## src/hdl/qse_pkg.sv

```systemverilog
// shared types, constants and decode table for the quadrature speed estimator
`timescale 1ns / 1ps

package qse_pkg;

  // configuration register indexes (byte address = 4 * index)
  localparam logic [1:0] REG_WINDOW = 2'd0;
  localparam logic [1:0] REG_RPM    = 2'd1;
  localparam logic [1:0] REG_ALPHA  = 2'd2;

  // register reset values
  localparam logic [15:0] WINDOW_RESET = 16'd1000;
  localparam logic [23:0] RPM_RESET    = 24'd4096;
  localparam logic [15:0] ALPHA_RESET  = 16'd2048;

  // range limits
  localparam logic signed [17:0] NET_POS_LIM = 18'sd65535;
  localparam logic signed [17:0] NET_NEG_LIM = -18'sd65535;
  localparam logic signed [41:0] SPD_MAX     = 42'sd8388607;
  localparam logic signed [41:0] SPD_MIN     = -42'sd8388608;

  // x4 decode: index is {previous phase, current phase}, phase = {a, b}
  localparam logic signed [1:0] STEP_TABLE [16] = '{
    2'sd0,  2'sd1, -2'sd1,  2'sd0, -2'sd1,  2'sd0,  2'sd0,  2'sd1,
    2'sd1,  2'sd0,  2'sd0, -2'sd1,  2'sd0, -2'sd1,  2'sd1,  2'sd0
  };

  // configuration register set
  typedef struct packed {
    logic [15:0] window_samples;
    logic [23:0] rpm_per_count;
    logic [15:0] smoothing_alpha;
  } qse_cfg_t;

  // controller to datapath commands
  typedef struct packed {
    logic sample_en;
    logic mul1_en;
    logic clip1_en;
    logic mul2_en;
    logic upd_en;
    logic out_load;
  } qse_cmd_t;

  // datapath to controller status
  typedef struct packed {
    logic win_end;
  } qse_status_t;

  // controller states, one-hot
  typedef enum logic [5:0] {
    ST_IDLE  = 6'b000001,
    ST_MUL1  = 6'b000010,
    ST_CLIP1 = 6'b000100,
    ST_MUL2  = 6'b001000,
    ST_UPD   = 6'b010000,
    ST_OUT   = 6'b100000
  } qse_state_e;

endpackage

```

## src/hdl/qse_regs.sv

```systemverilog
// apb configuration registers of the quadrature speed estimator
`timescale 1ns / 1ps

module qse_regs (
  input  logic              clk_i,
  input  logic              rst_ni,
  input  logic              psel,
  input  logic              penable,
  input  logic              pwrite,
  input  logic [3:0]        paddr,
  input  logic [31:0]       pwdata,
  output logic [31:0]       prdata,
  output logic              pready,
  output qse_pkg::qse_cfg_t cfg_o
);
  import qse_pkg::*;

  logic [15:0] window_q;
  logic [23:0] rpm_q;
  logic [15:0] alpha_q;
  logic        wr_en;
  logic [1:0]  idx;

  assign pready = 1'b1;
  assign idx    = paddr[3:2];
  assign wr_en  = psel & penable & pwrite & pready;

  // register writes on the access phase of a write transfer
  always_ff @(posedge clk_i or negedge rst_ni) begin
    if (!rst_ni) begin
      window_q <= WINDOW_RESET;
      rpm_q    <= RPM_RESET;
      alpha_q  <= ALPHA_RESET;
    end else if (wr_en) begin
      case (idx)
        REG_WINDOW: window_q <= pwdata[15:0];
        REG_RPM:    rpm_q    <= pwdata[23:0];
        REG_ALPHA:  alpha_q  <= pwdata[15:0];
        default: ;
      endcase
    end
  end

  // read mux
  always_comb begin
    case (idx)
      REG_WINDOW: prdata = {16'd0, window_q};
      REG_RPM:    prdata = {8'd0, rpm_q};
      REG_ALPHA:  prdata = {16'd0, alpha_q};
      default:    prdata = 32'd0;
    endcase
  end

  assign cfg_o.window_samples  = window_q;
  assign cfg_o.rpm_per_count   = rpm_q;
  assign cfg_o.smoothing_alpha = alpha_q;

endmodule

```

## src/hdl/qse_ctrl.sv

```systemverilog
// controller state machine: sample intake, window-end math sequence, output slot
`timescale 1ns / 1ps

module qse_ctrl (
  input  logic                 clk_i,
  input  logic                 rst_ni,
  input  logic                 in_valid_i,
  output logic                 in_ready_o,
  output logic                 out_valid_o,
  input  logic                 out_ready_i,
  input  qse_pkg::qse_status_t status_i,
  output qse_pkg::qse_cmd_t    cmd_o
);
  import qse_pkg::*;

  qse_state_e state_q, state_d;
  logic       out_valid_q, out_valid_d;
  logic       slot_free;
  logic       take;

  assign in_ready_o  = (state_q == ST_IDLE);
  assign take        = in_valid_i & in_ready_o;
  assign slot_free   = ~out_valid_q | out_ready_i;
  assign out_valid_o = out_valid_q;

  // next state
  always_comb begin
    state_d = state_q;
    case (state_q)
      ST_IDLE:  if (take && status_i.win_end) state_d = ST_MUL1;
      ST_MUL1:  state_d = ST_CLIP1;
      ST_CLIP1: state_d = ST_MUL2;
      ST_MUL2:  state_d = ST_UPD;
      ST_UPD:   state_d = ST_OUT;
      ST_OUT:   if (slot_free) state_d = ST_IDLE;
      default:  state_d = ST_IDLE;
    endcase
  end

  // commands
  always_comb begin
    cmd_o.sample_en = take;
    cmd_o.mul1_en   = (state_q == ST_MUL1);
    cmd_o.clip1_en  = (state_q == ST_CLIP1);
    cmd_o.mul2_en   = (state_q == ST_MUL2);
    cmd_o.upd_en    = (state_q == ST_UPD);
    cmd_o.out_load  = (state_q == ST_OUT) & slot_free;
  end

  // output valid: set on load, cleared when the transfer completes
  always_comb begin
    out_valid_d = out_valid_q;
    if (cmd_o.out_load)             out_valid_d = 1'b1;
    else if (out_valid_q && out_ready_i) out_valid_d = 1'b0;
  end

  always_ff @(posedge clk_i or negedge rst_ni) begin
    if (!rst_ni) begin
      state_q     <= ST_IDLE;
      out_valid_q <= 1'b0;
    end else begin
      state_q     <= state_d;
      out_valid_q <= out_valid_d;
    end
  end

endmodule

```

## src/hdl/qse_dp.sv

```systemverilog
// datapath: quadrature decode, window counters, speed scaling and smoothing
`timescale 1ns / 1ps

module qse_dp #(
  parameter int WINDOW_BITS = 16
) (
  input  logic                 clk_i,
  input  logic                 rst_ni,
  input  logic                 phase_a_i,
  input  logic                 phase_b_i,
  input  qse_pkg::qse_cfg_t    cfg_i,
  input  qse_pkg::qse_cmd_t    cmd_i,
  output qse_pkg::qse_status_t status_o,
  output logic signed [23:0]   filtered_speed_o,
  output logic signed [16:0]   window_net_counts_o,
  output logic                 speed_saturated_o
);
  import qse_pkg::*;

  localparam int LW = (WINDOW_BITS > 16) ? WINDOW_BITS : 16;
  localparam logic [WINDOW_BITS-1:0] CNT_MAX = {WINDOW_BITS{1'b1}};

  // decode and window state
  logic [1:0]               prev_q;
  logic                     pvalid_q;
  logic signed [16:0]       net_q;
  logic [WINDOW_BITS-1:0]   seen_q;
  logic signed [23:0]       smooth_q;

  // window-end pipeline registers
  logic signed [16:0]       count_q;
  logic signed [41:0]       prod1_q;
  logic signed [23:0]       raw_q;
  logic                     sat_q;
  logic signed [41:0]       prod2_q;

  logic [1:0]               cur;
  logic signed [1:0]        step;
  logic signed [17:0]       net_sum;
  logic signed [16:0]       net_new;
  logic [WINDOW_BITS-1:0]   seen_inc;
  logic [LW-1:0]            ws_ext;
  logic [LW-1:0]            lim_ext;
  logic [WINDOW_BITS-1:0]   limit;
  logic signed [41:0]       rnd1;
  logic signed [24:0]       diff;
  logic signed [41:0]       rnd2;
  logic signed [41:0]       sm_sum;

  // quadrature step with saturating net count
  assign cur     = {phase_a_i, phase_b_i};
  assign step    = pvalid_q ? STEP_TABLE[{prev_q, cur}] : 2'sd0;
  assign net_sum = 18'(net_q) + 18'(step);
  always_comb begin
    if (net_sum > NET_POS_LIM)      net_new = 17'(NET_POS_LIM);
    else if (net_sum < NET_NEG_LIM) net_new = 17'(NET_NEG_LIM);
    else                            net_new = net_sum[16:0];
  end

  // effective window length: zero acts as one, clipped to counter range
  assign ws_ext = LW'(cfg_i.window_samples);
  always_comb begin
    if (ws_ext == '0)                 lim_ext = LW'(1);
    else if (ws_ext > LW'(CNT_MAX))   lim_ext = LW'(CNT_MAX);
    else                              lim_ext = ws_ext;
  end
  assign limit = lim_ext[WINDOW_BITS-1:0];

  assign seen_inc         = (seen_q == CNT_MAX) ? seen_q : seen_q + WINDOW_BITS'(1);
  assign status_o.win_end = (seen_inc >= limit);

  always_ff @(posedge clk_i or negedge rst_ni) begin
    if (!rst_ni) begin
      prev_q   <= 2'd0;
      pvalid_q <= 1'b0;
      net_q    <= '0;
      seen_q   <= '0;
    end else if (cmd_i.sample_en) begin
      prev_q   <= cur;
      pvalid_q <= 1'b1;
      if (status_o.win_end) begin
        net_q  <= '0;
        seen_q <= '0;
      end else begin
        net_q  <= net_new;
        seen_q <= seen_inc;
      end
    end
  end

  // capture the finished window count
  always_ff @(posedge clk_i) begin
    if (cmd_i.sample_en && status_o.win_end) count_q <= net_new;
  end

  // raw speed: count times scale, round by 4 bits ties away from zero
  assign rnd1 = (prod1_q + (prod1_q[41] ? 42'sd7 : 42'sd8)) >>> 4;

  // smoothing: alpha times difference, round by 16 bits ties away from zero
  assign diff   = 25'(raw_q) - 25'(smooth_q);
  assign rnd2   = (prod2_q + (prod2_q[41] ? 42'sd32767 : 42'sd32768)) >>> 16;
  assign sm_sum = rnd2 + 42'(smooth_q);

  always_ff @(posedge clk_i) begin
    if (cmd_i.mul1_en) begin
      prod1_q <= 42'(count_q * $signed({1'b0, cfg_i.rpm_per_count}));
    end
    if (cmd_i.clip1_en) begin
      if (rnd1 > SPD_MAX) begin
        raw_q <= 24'(SPD_MAX);
        sat_q <= 1'b1;
      end else if (rnd1 < SPD_MIN) begin
        raw_q <= 24'(SPD_MIN);
        sat_q <= 1'b1;
      end else begin
        raw_q <= rnd1[23:0];
        sat_q <= 1'b0;
      end
    end
    if (cmd_i.mul2_en) begin
      prod2_q <= 42'(diff * $signed({1'b0, cfg_i.smoothing_alpha}));
    end
    if (cmd_i.upd_en && ((sm_sum > SPD_MAX) || (sm_sum < SPD_MIN))) begin
      sat_q <= 1'b1;
    end
  end

  // smoothed speed state, saturated
  always_ff @(posedge clk_i or negedge rst_ni) begin
    if (!rst_ni) begin
      smooth_q <= '0;
    end else if (cmd_i.upd_en) begin
      if (sm_sum > SPD_MAX)      smooth_q <= 24'(SPD_MAX);
      else if (sm_sum < SPD_MIN) smooth_q <= 24'(SPD_MIN);
      else                       smooth_q <= sm_sum[23:0];
    end
  end

  // output register
  always_ff @(posedge clk_i) begin
    if (cmd_i.out_load) begin
      filtered_speed_o    <= smooth_q;
      window_net_counts_o <= count_q;
      speed_saturated_o   <= sat_q;
    end
  end

endmodule

```

## src/hdl/quadrature_speed_estimator.sv

```systemverilog
// top level of the quadrature speed estimator
`timescale 1ns / 1ps

// X4 quadrature decoder with windowed speed output. Each transfer on the
// input channel carries one sample of encoder lines A and B. After the
// configured number of samples the net count is scaled by rpm_per_count
// (Q12.12), smoothed by a first-order exponential filter with weight
// smoothing_alpha (Q0.16) and delivered as one signed Q16.8 speed together
// with the window's net count and a saturation flag. The window-end math
// runs through a multiply sequence (scale multiply, round and clip, filter
// multiply, update, output load); during this sequence in_ready_o is low,
// and it stays low longer only if the previous result has not yet been
// taken. Between window ends the block takes one sample per cycle.
// Registers: window_samples at 0x0, rpm_per_count at 0x4, smoothing_alpha
// at 0x8.
module quadrature_speed_estimator #(
  parameter int WINDOW_BITS = 16
) (
  input  logic               clk_i,
  input  logic               rst_ni,
  input  logic               phase_a_i,
  input  logic               phase_b_i,
  input  logic               in_valid_i,
  output logic               in_ready_o,
  output logic signed [23:0] filtered_speed_o,
  output logic signed [16:0] window_net_counts_o,
  output logic               speed_saturated_o,
  output logic               out_valid_o,
  input  logic               out_ready_i,
  input  logic               psel,
  input  logic               penable,
  input  logic               pwrite,
  input  logic [3:0]         paddr,
  input  logic [31:0]        pwdata,
  output logic [31:0]        prdata,
  output logic               pready
);
  import qse_pkg::*;

  qse_cfg_t    cfg;
  qse_cmd_t    cmd;
  qse_status_t status;

  // configuration registers
  qse_regs u_regs (
    .clk_i   (clk_i),
    .rst_ni  (rst_ni),
    .psel    (psel),
    .penable (penable),
    .pwrite  (pwrite),
    .paddr   (paddr),
    .pwdata  (pwdata),
    .prdata  (prdata),
    .pready  (pready),
    .cfg_o   (cfg)
  );

  // sequencing
  qse_ctrl u_ctrl (
    .clk_i       (clk_i),
    .rst_ni      (rst_ni),
    .in_valid_i  (in_valid_i),
    .in_ready_o  (in_ready_o),
    .out_valid_o (out_valid_o),
    .out_ready_i (out_ready_i),
    .status_i    (status),
    .cmd_o       (cmd)
  );

  // decode and arithmetic
  qse_dp #(
    .WINDOW_BITS (WINDOW_BITS)
  ) u_dp (
    .clk_i               (clk_i),
    .rst_ni              (rst_ni),
    .phase_a_i           (phase_a_i),
    .phase_b_i           (phase_b_i),
    .cfg_i               (cfg),
    .cmd_i               (cmd),
    .status_o            (status),
    .filtered_speed_o    (filtered_speed_o),
    .window_net_counts_o (window_net_counts_o),
    .speed_saturated_o   (speed_saturated_o)
  );

endmodule

```

## config.mk

```make
export PLATFORM = sky130hd
export DESIGN_NAME = quadrature_speed_estimator
export DESIGN_NICKNAME = d
export VERILOG_FILES = /design/src/hdl/qse_pkg.sv /design/src/hdl/qse_regs.sv /design/src/hdl/qse_ctrl.sv /design/src/hdl/qse_dp.sv /design/src/hdl/quadrature_speed_estimator.sv
export SDC_FILE = /design/constraint.sdc
export NUM_CORES = 2
export LEC_CHECK = 0
export BUFFER_PORTS_ARGS = -buffer_cell sky130_fd_sc_hd__buf_2
export CAP_MARGIN = 20
export CORE_MARGIN = 2
export CORE_UTILIZATION = 66
export DETAILED_ROUTE_END_ITERATION = 10
export PLACE_DENSITY_LB_ADDON = 0.12
export SLEW_MARGIN = 30
export SYNTH_ARGS = -nofsm -noshare
export SYNTH_HDL_FRONTEND = slang
export SYNTH_SLANG_ARGS = --single-unit
```

## constraint.sdc

```tcl
create_clock -name clk_i -period 11.5 [get_ports clk_i]
set_input_delay 2.3 -clock clk_i [delete_from_list [all_inputs] [get_ports clk_i]]
set_output_delay 2.3 -clock clk_i [all_outputs]
set_load 0.03 [all_outputs]
```

==> results.txt <==
Mapped Area: 0.0442 mm2
Core region area: 0.0660 mm2
N_diodes: 0
Total Routing Usage GR: 0.324
Most frequent CP cell: fa_1
Initial Utilization: 0.670
Area growth from synthesis to final layout: 5.69%
Least-Margin Pin Slew: 1.06 ns
CP Launch Type: flop
Root buffer cell: clkbuf_16
Dpl hpwl: 84.6 mm
First-pass GRT wire length: 176 mm
Post-synthesis sequential area ratio: 0.184
Largest family of logic cells by synthesized area: adder cells
Antenna viol nets, final: 0
Synth area leader: fa_1
Layout cell share with drive strength beyond 1: 0.0719
Synth Area in XOR/XNOR: 0.0390
R2r endpoint: u_dp.prod2_q[41]
TritonCTS clock tree: done
Largest net degree at the start of global routing: 70
Clock transition at the registers of the reported paths: 0.06 ns
Multiplexer share of the synthesized area: 0.0158
Post-synth EDFFs: 167
Fillers: 5,131
CTS Hold Bufs: 0
Tmin final: 9.51 ns
Setup CP Type: reg2reg
Mapped Avg Cell Area: 9.51 um2
R2R setup slack: 1.99 ns
Largest cells by area after synthesis: fa_1 33%, edfxtp_1 11%, ha_1 9.9%
Fin crit share: 0.827
Synth cell types: 100
Setup TNS Final: 0 ns
Post-CTS sizing: 0
Antenna violations before repair: 0
Placer Congestion: 0.917
Final setup viols: 0
Element type at the critical path end: flop
CTS Sinks: 291
Slew margin rel.: 0.297
Hold path depth: 0
Slowest stage delay, CP: 0.58 ns
CP max stage cell: a221o_1
Number of global-route vias before repair: 33.7k
R2R depth: 29
Hold Crit Class: reg2reg
H-tree Lvls: 2
Max Buffers Root-to-Sink: 3
Endpoint with the worst hold slack: u_dp.window_net_counts_o[2]
Crit path from: u_dp.raw_q[0]
Worst skew pair latency: 0.60 ns
DRT Pass-1 Iters: 5
RR Startpoint: u_dp.raw_q[0]
Synth Area in Adders: 0.428
Total gr overflow: 0
Gate Count Post-Synth: 4,645
Rows: 94
Post-synthesis simple-gate area fraction: 0.152
Worst hold path startpoint: u_dp.count_q[2]
Synth warn: 0
I/O pin count: 122
Vias: 32.1k
Routed len/inst: 19.6 um
FF+latch count, synth: 291
Top-count cell post-synth: inv_1
DR vias/cell: 5.82
Layout Utilization: 0.708
Synth top area share: 0.327
I/O Buffers: 102
Status: completed
Clock Skews: 0.0402 ns
WL final: 108 mm
Worst Path Arrival: 9.79 ns
Critical Path RT: 11.78 ns
Max-slew violations: 0
Synth top cells by count: 897 x inv_1, 723 x fa_1, 614 x nand2_1
Asr flop ratio synth: 0.423
Synth Area in Compound Gates: 0.0848
Post-CTS Setup Repair Bufs: 0
Nets: 5,748
Critical Path Fanout Max: 19
Die X: 263 um
Die area: 0.0691 mm2
Endpoints failing hold: 0
RSZ-0062 raised after global routing: false
Drt drc: 0
CP top delay family: adder cells
WP depth: 29
Max Clk Rate: 0.105 GHz
Worst Path Buf+Inv: 6
Max Cap Viol: 0
Num CTS Buffers: 36
Die Ht: 263 um
Top_reg_cell synth: edfxtp_1
First DRT Iteration DRCs: 2,185
## cell usage in the layout (no fill, tap or decap), types with 12 or more instances in the layout
master / instances
a211oi_1: 14
o221a_1: 20
buf_2: 101
inv_1: 896
o211ai_1: 12
o21ai_0: 135
and3_1: 21
nor2b_1: 30
dfrtp_1: 107
xnor2_1: 129
buf_4: 46
xor2_1: 59
nand2b_1: 46
nor3_1: 47
nand3_1: 50
o21bai_1: 24
edfxtp_1: 167
mux2_2: 43
a31oi_1: 15
clkbuf_16: 36
o21a_1: 20
a21oi_1: 127
nand4_1: 37
mux2i_1: 19
fa_1: 723
o31ai_1: 12
a21o_1: 54
nand3b_1: 13
and2_1: 323
ha_1: 351
nand2_1: 614
clkbuf_1: 12
nor2_1: 97
## cell type report
type,count,area (um2),share of cell area
clock buffer,48,946,0.0203
clock inverter,18,248,0.00530
sequential,291,8130,0.174
inverter,897,3370,0.0721
timing repair buffer,155,952,0.0204
multi-input combinational,3248,32000,0.685
tap,864,1080,0.0231
## registers in the layout, indices dropped and copies added, names as in the netlist
signal,cells
u_regs.rpm_q,24
u_dp.prev_q,2
u_dp.filtered_speed_o,24
u_dp.net_q,17
u_dp.smooth_q,24
u_dp.pvalid_q,1
u_dp.seen_q,16
u_dp.window_net_counts_o,17
u_dp.raw_q,24
u_ctrl.state_q,6
u_dp.prod1_q,42
u_dp.sat_q,1
u_ctrl.out_valid_o,1
u_regs.window_q,16
u_dp.prod2_q,42
u_dp.speed_saturated_o,1
u_regs.alpha_q,16
u_dp.count_q,17
## cells by family after synthesis
family,count (synthesis)
xor+xnor,197
fa+ha+maj,1079
flops,291
compound gates,545
other cells,2
mux,63
simple gates,1355
buf+inv,1113
## per-stage QoR
step / instances / cell area, um2 / worst slack, ns / hold slack [ns]
after global routing: 5521 / 46700 / 1.51 / 0.460
after CTS: 5520 / 46700 / 2.09 / 0.453
after global placement: 5448 / 45400 / 2.29 / 0.437
final: 5521 / 46700 / 1.99 / 0.450
after detailed placement: 5454 / 45500 / 2.15 / 0.443
after floorplan: 4652 / 44200 / 3.25 / 0.408
## metal layers
layer / part of all wire / vias to the layer above / GRT usage
li1: - / 14600 / -
met1: 0.40 / 16100 / 0.417
met2: 0.49 / 1118 / 0.554
met3: 0.072 / 263 / 0.0585
met4: 0.038 / 0 / 0.111
met5: 0 / - / 0
## how the worst max path moves through the flow
stage                     slack [ns]                to
final                           1.99  u_dp.prod2_q[41]
after global routing            1.51  u_dp.prod2_q[41]
after CTS                       2.09  u_dp.prod2_q[38]
after detailed placement        2.15  u_dp.prod2_q[38]
after global placement          2.29  u_dp.prod2_q[38]
after floorplan                 3.25  u_dp.prod2_q[38]
Power is left out: the tool's default activity adds up to more than one toggle a clock period on the data nets, which glitch-free logic cannot reach.
